### src/hw/rtl/lpg_pkg.sv
// Package for the line pixel generator: beat types of both channels and
// fixed field widths and function codes. No dependencies.
`default_nettype none

package lpg_pkg;

    localparam int FIELD_W = 8;
    localparam int COLOR_W = 16;

    // Function codes of an input beat.
    localparam logic FUNC_START   = 1'b0;
    localparam logic FUNC_ADVANCE = 1'b1;

    typedef struct packed {
        logic               func;
        logic [FIELD_W-1:0] x_start;
        logic [FIELD_W-1:0] y_start;
        logic [FIELD_W-1:0] x_end;
        logic [FIELD_W-1:0] y_end;
        logic [COLOR_W-1:0] pen_color;
    } t_in_beat;

    typedef struct packed {
        logic [FIELD_W-1:0] pix_x;
        logic [FIELD_W-1:0] pix_y;
        logic [COLOR_W-1:0] pix_color;
        logic               last_pixel;
    } t_out_beat;

endpackage

`default_nettype wire

### src/hw/rtl/lpg_front.sv
// Front end of the line pixel generator: takes input beats, works out the
// line setup for start commands and pushes commands into the queue. Uses lpg_pkg.
`default_nettype none

module lpg_front import lpg_pkg::*; #(
    parameter int COORD_BITS = 8
) (
    input  wire logic                      i_rst_n,
    input  wire logic                      i_in_valid,
    output logic                           o_in_stall,
    input  wire t_in_beat                  i_in_beat,
    input  wire logic                      i_q_full,
    output logic                           o_q_push,
    output logic [5*COORD_BITS+COLOR_W+7:0] o_q_data
);

    localparam int C = COORD_BITS;

    typedef struct packed {
        logic               func;
        logic [C-1:0]       x0;
        logic [C-1:0]       y0;
        logic               x_neg;
        logic               y_neg;
        logic               x_major;
        logic [C-1:0]       major_len;
        logic [C:0]         minor_twice;
        logic signed [C+2:0] decision;
        logic [COLOR_W-1:0] color;
    } t_cmd;

    logic [C-1:0] x0, y0, x1, y1;
    logic [C-1:0] dx, dy, minor_len;
    logic         x_neg, y_neg, x_major;
    t_cmd         cmd;

    // Coordinates live at COORD_BITS inside the block.
    assign x0 = C'(i_in_beat.x_start);
    assign y0 = C'(i_in_beat.y_start);
    assign x1 = C'(i_in_beat.x_end);
    assign y1 = C'(i_in_beat.y_end);

    always_comb begin
        x_neg     = x1 < x0;
        y_neg     = y1 < y0;
        dx        = x_neg ? (x0 - x1) : (x1 - x0);
        dy        = y_neg ? (y0 - y1) : (y1 - y0);
        x_major   = dx > dy;
        minor_len = x_major ? dy : dx;

        cmd.func        = i_in_beat.func;
        cmd.x0          = x0;
        cmd.y0          = y0;
        cmd.x_neg       = x_neg;
        cmd.y_neg       = y_neg;
        cmd.x_major     = x_major;
        cmd.major_len   = x_major ? dx : dy;
        cmd.minor_twice = {minor_len, 1'b0};
        cmd.decision    = signed'({2'b00, minor_len, 1'b0})
                          - signed'({3'b000, cmd.major_len});
        cmd.color       = i_in_beat.pen_color;
    end

    // The queue's full flag comes from its registered count; reset also stalls.
    assign o_in_stall = i_q_full || !i_rst_n;
    assign o_q_push   = i_in_valid && !o_in_stall;
    assign o_q_data   = cmd;

endmodule

`default_nettype wire

### src/hw/rtl/lpg_fifo.sv
// Two-entry command queue between the front and back of the line pixel
// generator. No package dependencies.
`default_nettype none

module lpg_fifo #(
    parameter int WIDTH = 64
) (
    input  wire logic             i_clk,
    input  wire logic             i_rst_n,
    input  wire logic             i_push,
    input  wire logic [WIDTH-1:0] i_data,
    output logic                  o_full,
    input  wire logic             i_pop,
    output logic                  o_valid,
    output logic [WIDTH-1:0]      o_data
);

    localparam int DEPTH = 2;
    localparam int PTR_W = $clog2(DEPTH);
    localparam int CNT_W = $clog2(DEPTH + 1);

    logic [WIDTH-1:0] r_mem [DEPTH];
    logic [PTR_W-1:0] r_wr_ptr, n_wr_ptr;
    logic [PTR_W-1:0] r_rd_ptr, n_rd_ptr;
    logic [CNT_W-1:0] r_count, n_count;
    logic             do_pop;

    assign o_valid = r_count != '0;
    assign o_full  = r_count == CNT_W'(DEPTH);
    assign o_data  = r_mem[r_rd_ptr];
    assign do_pop  = i_pop && o_valid;

    always_comb begin
        n_wr_ptr = i_push ? r_wr_ptr + 1'b1 : r_wr_ptr;
        n_rd_ptr = do_pop ? r_rd_ptr + 1'b1 : r_rd_ptr;
        n_count  = r_count + CNT_W'(i_push) - CNT_W'(do_pop);
    end

    always_ff @(posedge i_clk) begin
        if (!i_rst_n) begin
            r_wr_ptr <= '0;
            r_rd_ptr <= '0;
            r_count  <= '0;
        end else begin
            r_wr_ptr <= n_wr_ptr;
            r_rd_ptr <= n_rd_ptr;
            r_count  <= n_count;
        end
    end

    always_ff @(posedge i_clk) begin
        if (i_push) begin
            r_mem[r_wr_ptr] <= i_data;
        end
    end

endmodule

`default_nettype wire

### src/hw/rtl/lpg_back.sv
// Back end of the line pixel generator: holds the Bresenham stepping state,
// runs one command per unstalled cycle, drives the output reg. Uses lpg_pkg.
`default_nettype none

module lpg_back import lpg_pkg::*; #(
    parameter int COORD_BITS = 8
) (
    input  wire logic                       i_clk,
    input  wire logic                       i_rst_n,
    input  wire logic                       i_q_valid,
    input  wire logic [5*COORD_BITS+COLOR_W+7:0] i_q_data,
    output logic                            o_q_pop,
    output logic                            o_out_valid,
    input  wire logic                       i_out_stall,
    output t_out_beat                       o_out_beat
);

    localparam int C = COORD_BITS;

    typedef struct packed {
        logic               func;
        logic [C-1:0]       x0;
        logic [C-1:0]       y0;
        logic               x_neg;
        logic               y_neg;
        logic               x_major;
        logic [C-1:0]       major_len;
        logic [C:0]         minor_twice;
        logic signed [C+2:0] decision;
        logic [COLOR_W-1:0] color;
    } t_cmd;

    function automatic logic [C-1:0] step_coord(input logic [C-1:0] v, input logic neg);
        return neg ? v - 1'b1 : v + 1'b1;
    endfunction

    t_cmd                cmd;
    logic                r_busy;
    logic [C-1:0]        r_cur_x, r_cur_y;
    logic signed [C+2:0] r_decision;
    logic [C:0]          r_minor_twice;
    logic [C-1:0]        r_major_len;
    logic [C-1:0]        r_steps;
    logic                r_x_neg, r_y_neg, r_x_major;
    logic [COLOR_W-1:0]  r_color;
    logic                r_out_valid;
    t_out_beat           r_out_beat;

    logic                is_start, emit, last;
    logic [C-1:0]        s_x, s_y, s_major_len, s_steps;
    logic signed [C+2:0] s_dec, d_mid, d_next;
    logic [C:0]          s_minor_twice;
    logic                s_x_neg, s_y_neg, s_x_major;
    logic [COLOR_W-1:0]  s_color;
    logic [C-1:0]        a_x, a_y;

    assign cmd      = i_q_data;
    assign o_q_pop  = i_q_valid && (!r_out_valid || !i_out_stall);
    assign is_start = cmd.func == FUNC_START;
    assign emit     = o_q_pop && (is_start || r_busy);

    // A start takes its setup from the command, an advance from the state.
    always_comb begin
        s_x           = is_start ? cmd.x0 : r_cur_x;
        s_y           = is_start ? cmd.y0 : r_cur_y;
        s_dec         = is_start ? cmd.decision : r_decision;
        s_minor_twice = is_start ? cmd.minor_twice : r_minor_twice;
        s_major_len   = is_start ? cmd.major_len : r_major_len;
        s_steps       = is_start ? '0 : r_steps;
        s_x_neg       = is_start ? cmd.x_neg : r_x_neg;
        s_y_neg       = is_start ? cmd.y_neg : r_y_neg;
        s_x_major     = is_start ? cmd.x_major : r_x_major;
        s_color       = is_start ? cmd.color : r_color;
        last          = s_steps >= s_major_len;

        // One Bresenham step: minor axis on a non-negative decision term,
        // then always the major axis.
        a_x   = s_x;
        a_y   = s_y;
        d_mid = s_dec;
        if (!s_dec[C+2]) begin
            d_mid = s_dec - signed'({2'b00, s_major_len, 1'b0});
            if (s_x_major) begin
                a_y = step_coord(s_y, s_y_neg);
            end else begin
                a_x = step_coord(s_x, s_x_neg);
            end
        end
        d_next = d_mid + signed'({2'b00, s_minor_twice});
        if (s_x_major) begin
            a_x = step_coord(s_x, s_x_neg);
        end else begin
            a_y = step_coord(s_y, s_y_neg);
        end
    end

    always_ff @(posedge i_clk) begin
        if (!i_rst_n) begin
            r_busy      <= 1'b0;
            r_out_valid <= 1'b0;
        end else begin
            if (emit) begin
                r_busy <= !last;
            end
            priority if (emit) begin
                r_out_valid <= 1'b1;
            end else if (!i_out_stall) begin
                r_out_valid <= 1'b0;
            end
        end
    end

    always_ff @(posedge i_clk) begin
        if (emit) begin
            r_minor_twice <= s_minor_twice;
            r_major_len   <= s_major_len;
            r_x_neg       <= s_x_neg;
            r_y_neg       <= s_y_neg;
            r_x_major     <= s_x_major;
            r_color       <= s_color;
            r_out_beat.pix_x      <= FIELD_W'(s_x);
            r_out_beat.pix_y      <= FIELD_W'(s_y);
            r_out_beat.pix_color  <= s_color;
            r_out_beat.last_pixel <= last;
            if (last) begin
                r_cur_x    <= s_x;
                r_cur_y    <= s_y;
                r_decision <= s_dec;
                r_steps    <= s_steps;
            end else begin
                r_cur_x    <= a_x;
                r_cur_y    <= a_y;
                r_decision <= d_next;
                r_steps    <= s_steps + 1'b1;
            end
        end
    end

    assign o_out_valid = r_out_valid;
    assign o_out_beat  = r_out_beat;

endmodule

`default_nettype wire

### src/hw/rtl/line_pixel_generator_top.sv
// Top level of the line pixel generator: front end, command queue and back
// end. Depends on lpg_pkg, lpg_front, lpg_fifo and lpg_back.
`default_nettype none

// A Bresenham line rasterizer with valid/stall channels on both sides. A
// start beat (func = FUNC_START) carries both endpoints and the pen color and
// yields the first pixel of the line at once; every advance beat (func =
// FUNC_ADVANCE) yields the next pixel, and the final pixel of a line has
// last_pixel set. An advance beat while no line is in progress is consumed
// and gives no output beat, and a start beat abandons any line in progress.
// The front end works out the deltas, step directions and major axis of a
// start beat and writes every command into a two-entry queue; the back end
// takes one command per cycle, steps the decision term and coordinates and
// loads the output register. The block sustains one input beat and one
// pixel per cycle when the output is not stalled. An accepted beat is
// written into the queue, and the back end pops it from there and loads
// its pixel into the output register, where the receiver can take it.
// While a pixel waits there on an output stall, it is held and the queue
// is not popped, and once the queue is full the input is stalled.
// Coordinates are carried internally at COORD_BITS bits: port
// coordinates are truncated or zero-extended to it.
module line_pixel_generator_top import lpg_pkg::*; #(
    parameter int COORD_BITS = 8
) (
    input  wire logic      i_clk,
    input  wire logic      i_rst_n,
    input  wire logic      i_in_valid,
    output logic           o_in_stall,
    input  wire t_in_beat  i_in_beat,
    output logic           o_out_valid,
    input  wire logic      i_out_stall,
    output t_out_beat      o_out_beat
);

    // One queued command: function, start point, directions, major axis,
    // major length, twice the minor delta, initial decision term and color.
    localparam int CMD_W = 5 * COORD_BITS + COLOR_W + 8;

    logic             q_push, q_full, q_pop, q_valid;
    logic [CMD_W-1:0] q_wdata, q_rdata;

    lpg_front #(
        .COORD_BITS (COORD_BITS)
    ) u_front (
        .i_rst_n    (i_rst_n),
        .i_in_valid (i_in_valid),
        .o_in_stall (o_in_stall),
        .i_in_beat  (i_in_beat),
        .i_q_full   (q_full),
        .o_q_push   (q_push),
        .o_q_data   (q_wdata)
    );

    lpg_fifo #(
        .WIDTH (CMD_W)
    ) u_queue (
        .i_clk   (i_clk),
        .i_rst_n (i_rst_n),
        .i_push  (q_push),
        .i_data  (q_wdata),
        .o_full  (q_full),
        .i_pop   (q_pop),
        .o_valid (q_valid),
        .o_data  (q_rdata)
    );

    lpg_back #(
        .COORD_BITS (COORD_BITS)
    ) u_back (
        .i_clk       (i_clk),
        .i_rst_n     (i_rst_n),
        .i_q_valid   (q_valid),
        .i_q_data    (q_rdata),
        .o_q_pop     (q_pop),
        .o_out_valid (o_out_valid),
        .i_out_stall (i_out_stall),
        .o_out_beat  (o_out_beat)
    );

endmodule

`default_nettype wire

### config.mk
export PLATFORM = sky130hd
export DESIGN_NAME = line_pixel_generator_top
export DESIGN_NICKNAME = d
export VERILOG_FILES = /design/src/hw/rtl/lpg_pkg.sv /design/src/hw/rtl/lpg_front.sv /design/src/hw/rtl/lpg_fifo.sv /design/src/hw/rtl/lpg_back.sv /design/src/hw/rtl/line_pixel_generator_top.sv
export SDC_FILE = /design/constraint.sdc
export NUM_CORES = 1
export LEC_CHECK = 0
export ABC_AREA = 1
export BUFFER_PORTS_ARGS = -buffer_cell sky130_fd_sc_hd__buf_4
export CAP_MARGIN = 20
export CORE_MARGIN = 1.5
export CORE_UTILIZATION = 25
export CTS_CLUSTER_DIAMETER = 50
export DETAILED_ROUTE_END_ITERATION = 12
export PLACE_DENSITY = 0.46
export SYNTH_ARGS = -nofsm -noshare
export SYNTH_HDL_FRONTEND = slang
export SYNTH_HIERARCHICAL = 1
export SYNTH_SLANG_ARGS = --single-unit
export TNS_END_PERCENT = 30
### constraint.sdc
create_clock -name i_clk -period 6.11 [get_ports i_clk]
set_clock_uncertainty 0.2 [all_clocks]
set_input_delay 0.9165 -clock i_clk [delete_from_list [all_inputs] [get_ports i_clk]]
set_output_delay 0.9165 -clock i_clk [all_outputs]
set_load 0.1 [all_outputs]
# Word level (Yosys, flattened, before mapping)

Memories as Yosys holds them, arrays and structs flattened. A register that Yosys moved wholly into a read port is not among the register bits.
Index checks and enable logic that the tools add are counted.
Widths: inputs -> output; s select.

Register bits: 94
Latch bits: 0
RAM bits: 126
Memory bits (read-only): 0
Bits of input ports: 53
Output and inout port bits: 35
Word-level logic and storage cells: 86
Memories kept: 1

$add $sub $neg: 16
Multipliers: 0
Divide/modulo/power cells: 0
$lt $le $gt $ge: 4
Equality and inequality tests: 2
Shift operators: 0
Multiplexer cells: 30
Bitwise gates (word level): 1
Reduce and logical (&&, ||, !) cells: 14

Memory list:

| memory        | words | width | rd ports | clocked after memory_dff | wr ports | line           | text |
|---|---|---|---|---|---|---|---|
| u_queue.r_mem | 2     | 63    | 1        | 1                        | 1        | lpg_fifo.sv:22 | `logic [WIDTH-1:0] r_mem [DEPTH];` |

Operators with widths:

| cell                | number |
|---|---|
| $mux 8              | 17 |
| $mux 11             | 3 |
| $sub 8x8->8         | 4 |
| $add 8x1->8 const B | 3 |
| $lt 8x8->1          | 2 |
| $sub 8x1->8 const B | 2 |
| $add 11x10->11      | 1 |
| $sub 11x10->11      | 1 |
| $sub 9x8->10        | 1 |
| $mux 1              | 9 |
| $mux 9              | 1 |
| $ge 8x8->1          | 1 |
| $gt 8x8->1          | 1 |
| $logic_not 1->1     | 5 |
| $logic_and 1x1->1   | 4 |
| $logic_or 1x1->1    | 3 |
| $add 1x1->1 const B | 2 |
| $add 2x1->2         | 1 |
| $eq 2x2->1 const B  | 1 |
| $ne 2x1->1 const B  | 1 |
| $reduce_and 2->1    | 1 |
| $reduce_bool 2->1   | 1 |
| $sub 2x1->2         | 1 |
| $not 1->1           | 1 |

# Logic depth before layout (Yosys ltp)

Gate-level depths: netlist of the first run.

Word-level depth: 6
Mapped depth: 34
Gate-level depth less buffers: 33

# Modules after synthesis

Netlist of the first run, hierarchy kept.

By module, submodules not included:

| module    | times used | cells an instance | area an instance (um^2) | sequential area each (um^2) |
|---|---|---|---|---|
| lpg_back  | 1          | 623               | 5,571.6                 | 2,682.6 |
| lpg_fifo  | 1          | 236               | 5,162.5                 | 3,943.8 |
| lpg_front | 1          | 379               | 2,363.5                 | 0.0 |

# Least setup slack after synthesis of the first run

Ideal clock, no wire load.

Path type: reg2reg
Start: register (tool-made name)
End: register u_back.r_out_beat (netlist bit u_back/o_out_beat[0]), enable pin
Library setup time: 0.528 ns
Arrival: 4.869 ns
Data required time: 5.382 ns
Slack: 0.513 ns
Cell stages (with the launch flop): 7
Buffers on the path: 4
Period minus slack after synthesis: 5.597 ns
Path through: dfxtp_1 > buf_6 > buf_12 > mux2_4 > buf_4 > buf_2 > a21oi_1

RTL lines:

| item             | line           | text |
|---|---|---|
| end: declaration | lpg_back.sv:47 | `t_out_beat r_out_beat;` |

# Worst setup path in the final report of the first run

Start: input i_in_beat[16] (netlist name)
End: memory u_queue/r_mem[0][24] (netlist name) (data pin)

Cells in the longest elaborated chain, start to end: 5
Elaborated cells on any way between the ends: 8
Those cells by class: 3 x add/sub; 2 x order compare; 3 x mux

RTL lines:

| item                                      | line                             | text |
|---|---|---|
| start: declaration                        | line_pixel_generator_top.sv:29   | `input wire t_in_beat i_in_beat,` |
| $sub 8x8->8 or $lt 8x8->1 (tied branches) | lpg_front.sv:47, lpg_front.sv:45 |  |
| $mux 8 *                                  | lpg_front.sv:47                  | `dy = y_neg ? (y0 - y1) : (y1 - y0);` |
| $gt 8x8->1                                | lpg_front.sv:48                  | `x_major = dx > dy;` |
| $mux 8, on equally long branches          | lpg_front.sv:49, lpg_front.sv:57 |  |
| $sub 9x8->10 *                            | lpg_front.sv:60                  | `- signed'({3'b000, cmd.major_len});` |
| named net q_wdata[24]                     | line_pixel_generator_top.sv:40   | `logic [CMD_W-1:0] q_wdata, q_rdata;` |
| end: declaration                          | lpg_fifo.sv:22                   |  |

The timed path passes the listed nets; every way through them passes the cells marked *.

==> impl_results.md, run 1 <==
- Worst Path Required: 6180 ps
- Post-DP Area: 14,200 µm²
- Setup CP Type: primary input to flip-flop
- Final wirelength: 29,800 µm
- Row cnt: 83
- Clock transition at the registers of the reported paths: 50 ps
- Max Cap Viol: 0
- Synth warn: 6
- Internal power: 0.00511 W
- Worst-path maximum fanout: 31
- Grt ovf: 0
- Worst R2R Path Depth: 22
- Initial drt markers: 350
- PortBufs: 87
- Async SR Flop Fraction: 0%
- H-tree level count: 2
- Post-synthesis sequential area ratio: 50.6%
- Overall Global Routing Usage: 11.3%
- Clock Tree Buf Depth: 3
- Die Width: 232 µm
- Synth area leaders: edfxtp_1, nand2_1, ha_1, mux2_4, inv_1
- CTS tree: built
- Hold WS: 296 ps
- Top-level I/O count: 88
- Post-Syn Area: 13,100 µm²
- # setup viols final: 0
- Syn_area_per_cell: 10.6 µm²
- Slew HR: 32.3%
- Flops & latches, synth: 223
- Vias per inst: 4.21
- Total power: 0.00904 W
- DR WL met2: 14,500 µm
- Tcrit/Tclk final: 88.5%
- Final HPWL DP: 21,100 µm
- Max Slew Vio Count: 0
- Initial Utilization: 25.4%
- Synth area leader: edfxtp_1
- Crit path DAT: 5480 ps
- Setup Fix Bufs, Post-CTS: 0
- Worst reg2reg setup slack: 1360 ps
- Number of synthesized flops with an enable pin: 216
- Fin. Hold Viols: 0
- Placeable core area: 51,500 µm²
- Worst reg2reg path endpoint: u_back/r_decision[9]$_DFFE_PP_
- Leak pwr: 6.54 nW
- Nets: 1,455
- Routability Congestion: 0.777
- Crit start category: primary input
- Drt first pass iters: 5
- Final worst path period need: 5410 ps
- Peak supply drop: 0.192 mV
- Hold Buf Count CTS: 0
- Initial antenna violation count: 0
- Ant. Diodes: 0
- Vias in the first global route: 8,529
- Wl on met1: 13,600 µm
- RSZ-0062 raised after global routing: false
- Post-CTS resize count: 0
- Worst-Margin Slew: 1020 ps
- CP max stage delay: 480 ps
- Share of post-route cells with drive strength above 1: 21.1%
- Count of cell types in the netlist: 47
- First-pass GRT wire length: 47,200 µm
- Pwr per Cell Area: 592 nW/µm²
- Chip height: 232 µm
- Gate Count Post-Synth: 1,238
- Worst setup path endpoint: u_queue/r_mem[0][24]$_DFFE_PP_
- # DRC: 0
- Total number of vias: 8,474
- Seq pwr share: 28.0%
- Mapped Nets: 1,385
- Status: finished clean
- Routed length on met3: 1050 µm
- Clock sinks: 223
- Synth top area share: 49.5%
- DIE AREA: 53,800 µm²
- Synth-to-layout area growth: 16.6%
- Clk_lat worst skew: 530 ps
- Crit path from: i_in_beat[16]
- Net Sw Power: 0.00392 W
- Peak Freq: 185 MHz
- CTS Buf Count: 36
- Gate power share: 51.2%
- Top FF cell, synth: edfxtp_1
- WL/cell: 14.8 µm
- Hold crit path type: flip-flop to flip-flop
- Top sig layer: met4
- Sw Share: 43.4%
- Largest net degree at the start of global routing: 72
- Post-route ant nets: 0
- CP max-delay cell: fa_1
- Final Instance Area: 15,300 µm²
- Clk pwr share: 20.8%
- Setup TNS: 0 ps
- CP Capture Type: flip-flop
- CTS Root Cell: clkbuf_16
- CP most frequent cell: a21oi_1
logic make-up (layout without fill, tap and decap cells):
group                    count (synthesis)  after routing  share of synthesized area, %
AO/OA/AOI/OAI                          154            154                          6.68
XOR/XNOR                                46             46                          3.08
adder cells (fa/ha/maj)                 94             94                          9.50
multiplexers                            65             65                          7.30
buffers and inverters                  219            313                          8.60
flip-flops                             223            223                          50.6
AND/OR/NAND/NOR                        436            436                          14.2
other                                    1              1                        0.0286
power by group through the flow:
stage	sequential (W)	clock, W	combinational [W]
finish	0.00253	0.00188	0.00462
global route	0.00256	0.00200	0.00525
CTS	0.00254	0.00195	0.00467
detailed placement	0.00256	0	0.00465
global placement	0.00256	0	0.00462
floorplan	0.00301	0	0.00323
critical path: cells and delay by family:
family	cells	cell delay, ps
AOI/OAI and AO/OA	8	1440
adders and majority gates	4	1300
and+or+nand+nor	12	1210
xor gates and xnor gates	2	370
buffers and inverters	3	230
stage by stage:
| step | util [%] | cells | worst slack (ps) |
|---|---|---|---|
| after floorplan | - | 1238 | 513 |
| after global placement | 27.5 | 1949 | 277 |
| after detailed placement | 27.5 | 1949 | 189 |
| after CTS | 29.6 | 2011 | 737 |
| after global routing | 29.7 | 2012 | 130 |
| final | 29.7 | 2012 | 701 |
cells in the mapped netlist (all sizes together) (2+ instances only):
cell type,number
o22ai,4
or2,19
ha,85
nand3,44
edfxtp,216
buf,65
o211ai,2
o21ai,67
fa,9
dfxtp,7
xnor2,10
nand3b,4
xor2,36
nand4,9
nand2,315
a21oi,58
a21o,5
o2111ai,2
inv,151
a31oi,7
mux2,64
a211oi,2
nor2,43
clkbuf,2
o21bai,5
worst min-delay path by stage:
stage	to	start	slack [ps]	depth (start not counted)
floorplan	flip-flop	u_queue/r_rd_ptr$_SDFFE_PN0P_	270	2
global placement	u_queue/r_rd_ptr$_SDFFE_PN0P_	u_queue/r_rd_ptr$_SDFFE_PN0P_	280	2
detailed placement	u_queue/r_rd_ptr$_SDFFE_PN0P_	u_queue/r_rd_ptr$_SDFFE_PN0P_	290	2
CTS	u_queue/r_rd_ptr$_SDFFE_PN0P_	u_queue/r_rd_ptr$_SDFFE_PN0P_	300	2
global route	flip-flop	u_queue/r_rd_ptr$_SDFFE_PN0P_	340	2
finish	u_queue/r_rd_ptr$_SDFFE_PN0P_	u_queue/r_rd_ptr$_SDFFE_PN0P_	300	2
final cells by class:
cell class                      count  area [µm²]
Fill cell                        5415       36200
Clock buffer                       37         905
Multi-Input combinational cell    796        5370
Sequential cell                   223        6630
Clock inverter                     25         201
Inverter                          152         571
Tap cell                          680         851
Timing Repair Buffer               99         751
sequential cells by signal, summed over array words and instances (netlist names), 2 cells and up, named ones only:
signal                flops
u_back/r_cur_y            8
u_back/r_major_len        8
u_back/r_minor_twice      9
u_back/r_decision        11
u_queue/r_count           2
u_queue/r_mem           128
u_back/r_steps            8
u_back/o_out_beat        33
u_back/r_cur_x            8
cell usage in the layout (no fill, tap or decap), types with 4 or more instances in the layout:
cell type   count
clkbuf_16      36
mux2_2          4
dfxtp_1         6
xor2_1         36
o21bai_1        5
xnor2_1        10
inv_6           5
nand3b_1        4
o22ai_1         4
nand3_1        41
inv_8           4
a21o_1          5
or2_1           4
clkinvlp_4      4
inv_2           8
o21ai_0        36
a21oi_1        53
clkinv_2        8
nand2_1       300
nand2_2        12
a31oi_1         7
o21ai_1        24
o21ai_2         7
fa_1            9
edfxtp_1      216
a21oi_2         4
mux2_4         60
ha_1           85
or2_2          12
buf_4          98
inv_1         143
nand4_1         9
nor2_1         39
metal layers:
layer | track usage [%] | up-vias
met5 | 0 | -
met2 | 19.2 | 98
met3 | 2.17 | 49
li1 | - | 4294
met1 | 14.3 | 4033
met4 | 3.75 | 0
Power figures use the tool's default switching activity.
==> run 2, diff against run 1 <==
Settings changed: REMOVE_ABC_BUFFERS set to 1, SKIP_LAST_GASP set to 1.
==> run 2 against run 1 <==
Effect of this change:
- first-iteration DRC count decreased by 8.9%
- final area down 0.73%
- cell count about the same
- largest cell class unchanged
- largest power group unchanged
- highest routed layer unchanged
==> impl_results.md, run 2 (synthesis gave the netlist of run 1 again) <==
- Placed Cells: 1,955 (was 1,949)
- # DRC: 0 (unchanged)
- Worst-Margin Slew: 878 ps (was 1020 ps)
- Final worst path period need: 5360 ps (was 5410 ps)
- Net Sw Power: 0.00384 W (was 0.00392 W)
- Initial antenna violation count: 0 (unchanged)
- WL/cell: 14.4 µm (was 14.8 µm)
- Final Instance Count excl. Fillers: 2,013 (was 2,012)
- Clock sinks: 223 (unchanged)
- CP most frequent cell: a21oi_1 (unchanged)
- Critical path buffer and inverter count: 3 (unchanged)
- Total power: 0.00884 W (was 0.00904 W)
- # setup viols final: 0 (unchanged)
- Ant. Diodes: 0 (unchanged)
- Max Slew Vio Count: 0 (unchanged)
- Status: finished clean (unchanged)
- Peak supply drop: 0.248 mV (was 0.192 mV)
- Clock Tree Buf Depth: 3 (unchanged)
- Routability Congestion: 0.813 (was 0.777)
- Hold crit path type: flip-flop to flip-flop (unchanged)
- Vias per inst: 4.20 (was 4.21)
- Row cnt: 83 (unchanged)
- Overall Global Routing Usage: 10.9% (was 11.3%)
- Clock transition at the registers of the reported paths: 60 ps (was 50 ps)
- Leak pwr: 6.49 nW (was 6.54 nW)
- Placeable core area: 51,500 µm² (unchanged)
- Drt first pass iters: 6 (was 5)
- WHS Endpoint: u_queue/r_rd_ptr$_SDFFE_PN0P_ (unchanged)
- Crit start category: primary input (unchanged)
- Synth-to-layout area growth: 15.8% (was 16.6%)
- H-tree level count: 1 (was 2)
- HP Start: u_queue/r_rd_ptr$_SDFFE_PN0P_ (unchanged)
- DIE AREA: 53,800 µm² (unchanged)
- RSZ-0062 raised after global routing: false (unchanged)
- Pwr per Cell Area: 583 nW/µm² (was 592 nW/µm²)
- Final wirelength: 29,000 µm (was 29,800 µm)
- Worst reg2reg path endpoint: u_back/r_decision[10]$_DFFE_PP_ (was u_back/r_decision[9]$_DFFE_PP_)
- Sw Share: 43.4% (about the same)
- Nets: 1,455 (unchanged)
- PortBufs: 87 (unchanged)
- Worst R2R Path Depth: 17 (was 22)
- First-pass GRT wire length: 46,400 µm (was 47,200 µm)
- Total number of vias: 8,448 (was 8,474)
- Internal power: 0.00500 W (was 0.00511 W)
- CTS Root Cell: clkbuf_16 (unchanged)
- CP max stage delay: 480 ps (about the same)
- Worst reg2reg setup slack: 1550 ps (was 1360 ps)
- Setup CP Type: primary input to flip-flop (unchanged)
- Fin. Hold Viols: 0 (unchanged)
- Most flop-heavy register: u_queue/r_mem (unchanged)
- Seq pwr share: 28.4% (was 28.0%)
- Hold Buf Count CTS: 0 (unchanged)
- Max Cap Viol: 0 (unchanged)
- Die Width: 232 µm (unchanged)
- Largest register FFs: 128 (unchanged)
- Chip height: 232 µm (unchanged)
- Slew HR: 41.5% (was 32.3%)
- Most frequent cells in the layout: nand2_1, edfxtp_1, inv_1, buf_4, ha_1 (unchanged)
- Tcrit/Tclk final: 87.8% (was 88.5%)
- Clk_lat worst skew: 580 ps (was 530 ps)
- Crit path DAT: 5470 ps (was 5480 ps)
- CP Capture Type: flip-flop (unchanged)
- Initial Utilization: 25.4% (unchanged)
- Share of post-route cells with drive strength above 1: 20.3% (was 21.1%)
- CTS Buf Count: 31 (was 36)
- Setup Fix Bufs, Post-CTS: 0 (unchanged)
- Commonest non-fill, non-tap cell in the layout: nand2_1 (unchanged)
- Gate power share: 52.7% (was 51.2%)
- Worst Path Required: 6220 ps (was 6180 ps)
- CTS tree: built (unchanged)
- Clk pwr share: 19.0% (was 20.8%)
- Final HPWL DP: 20,500 µm (was 21,100 µm)
- Peak Freq: 186 MHz (was 185 MHz)
- Top-level I/O count: 88 (unchanged)
- CP max-delay cell: fa_1 (unchanged)
- Post-CTS resize count: 0 (unchanged)
- Vias in the first global route: 8,414 (was 8,529)
- Post-route ant nets: 0 (unchanged)
- Grt ovf: 0 (unchanged)
- Initial drt markers: 319 (was 350)
- Delay-heaviest family, CP: compound AO/OA/AOI/OAI gates (unchanged)
- Largest net degree at the start of global routing: 45 (was 72)
- Worst hold stages: 2 (unchanged)
- Worst-path maximum fanout: 22 (was 31)
## run 2: layout make-up
type                       count  area [µm²]
fill                        5442       36300
sequential                   223        6630
multi-input combinational    796        5360
tap                          680         851
clock buffer                  40         820
timing repair buffer         104         781
inverter                     152         571
clock inverter                18         148
## run 2: routing by layer
metal	vias up	part of all wire [%]	global-route usage [%]
met1	4036	48	14.6
met3	23	3.3	1.71
met4	0	1.3	2.82
met5	-	0	0
li1	4282	-	-
met2	107	47	18.2
## run 2: metrics by stage
| stage | setup TNS [ps] | utilization, % | area, µm² | hold slack (ps) | setup WS (ps) |
|---|---|---|---|---|---|
| after floorplan | -92070 | - | 12500 | 267 | -1240 |
| after global placement | 0 | 27.6 | 14200 | 282 | 221 |
| after detailed placement | 0 | 27.6 | 14200 | 290 | 139 |
| after CTS | 0 | 29.4 | 15200 | 270 | 729 |
| after global routing | 0 | 29.4 | 15200 | 270 | 201 |
| final | 0 | 29.4 | 15200 | 298 | 746 |
## run 2: worst max path at each step
stage,depth (start not counted),slack (ps),to,startpoint
floorplan,2,-1240,u_back/o_out_beat[0]$_DFFE_PP_,flip-flop
global placement,29,220,u_queue/r_mem[0][24]$_DFFE_PP_,i_in_beat[16]
CTS,29,730,u_queue/r_mem[0][24]$_DFFE_PP_,i_in_beat[16]
detailed placement,29,140,u_queue/r_mem[0][24]$_DFFE_PP_,i_in_beat[16]
finish,29,750,u_queue/r_mem[1][24]$_DFFE_PP_,i_in_beat[16]
global route,29,200,u_queue/r_mem[1][24]$_DFFE_PP_,i_in_beat[16]
## run 2: power groups by stage
stage	combinational [W]	clock (W)	sequential (W)
after floorplan	0.00304	0	0.00306
after global placement	0.00464	0	0.00254
after detailed placement	0.00468	0	0.00254
after CTS	0.00470	0.00174	0.00251
after global routing	0.00523	0.00180	0.00254
final	0.00466	0.00168	0.00251
## run 2: tightest hold or removal path: cells and delay by family, from the launching register on
family / cells / cell delay [ps]
and+or+nand+nor: 2 / 140
DFF: 1 / 330
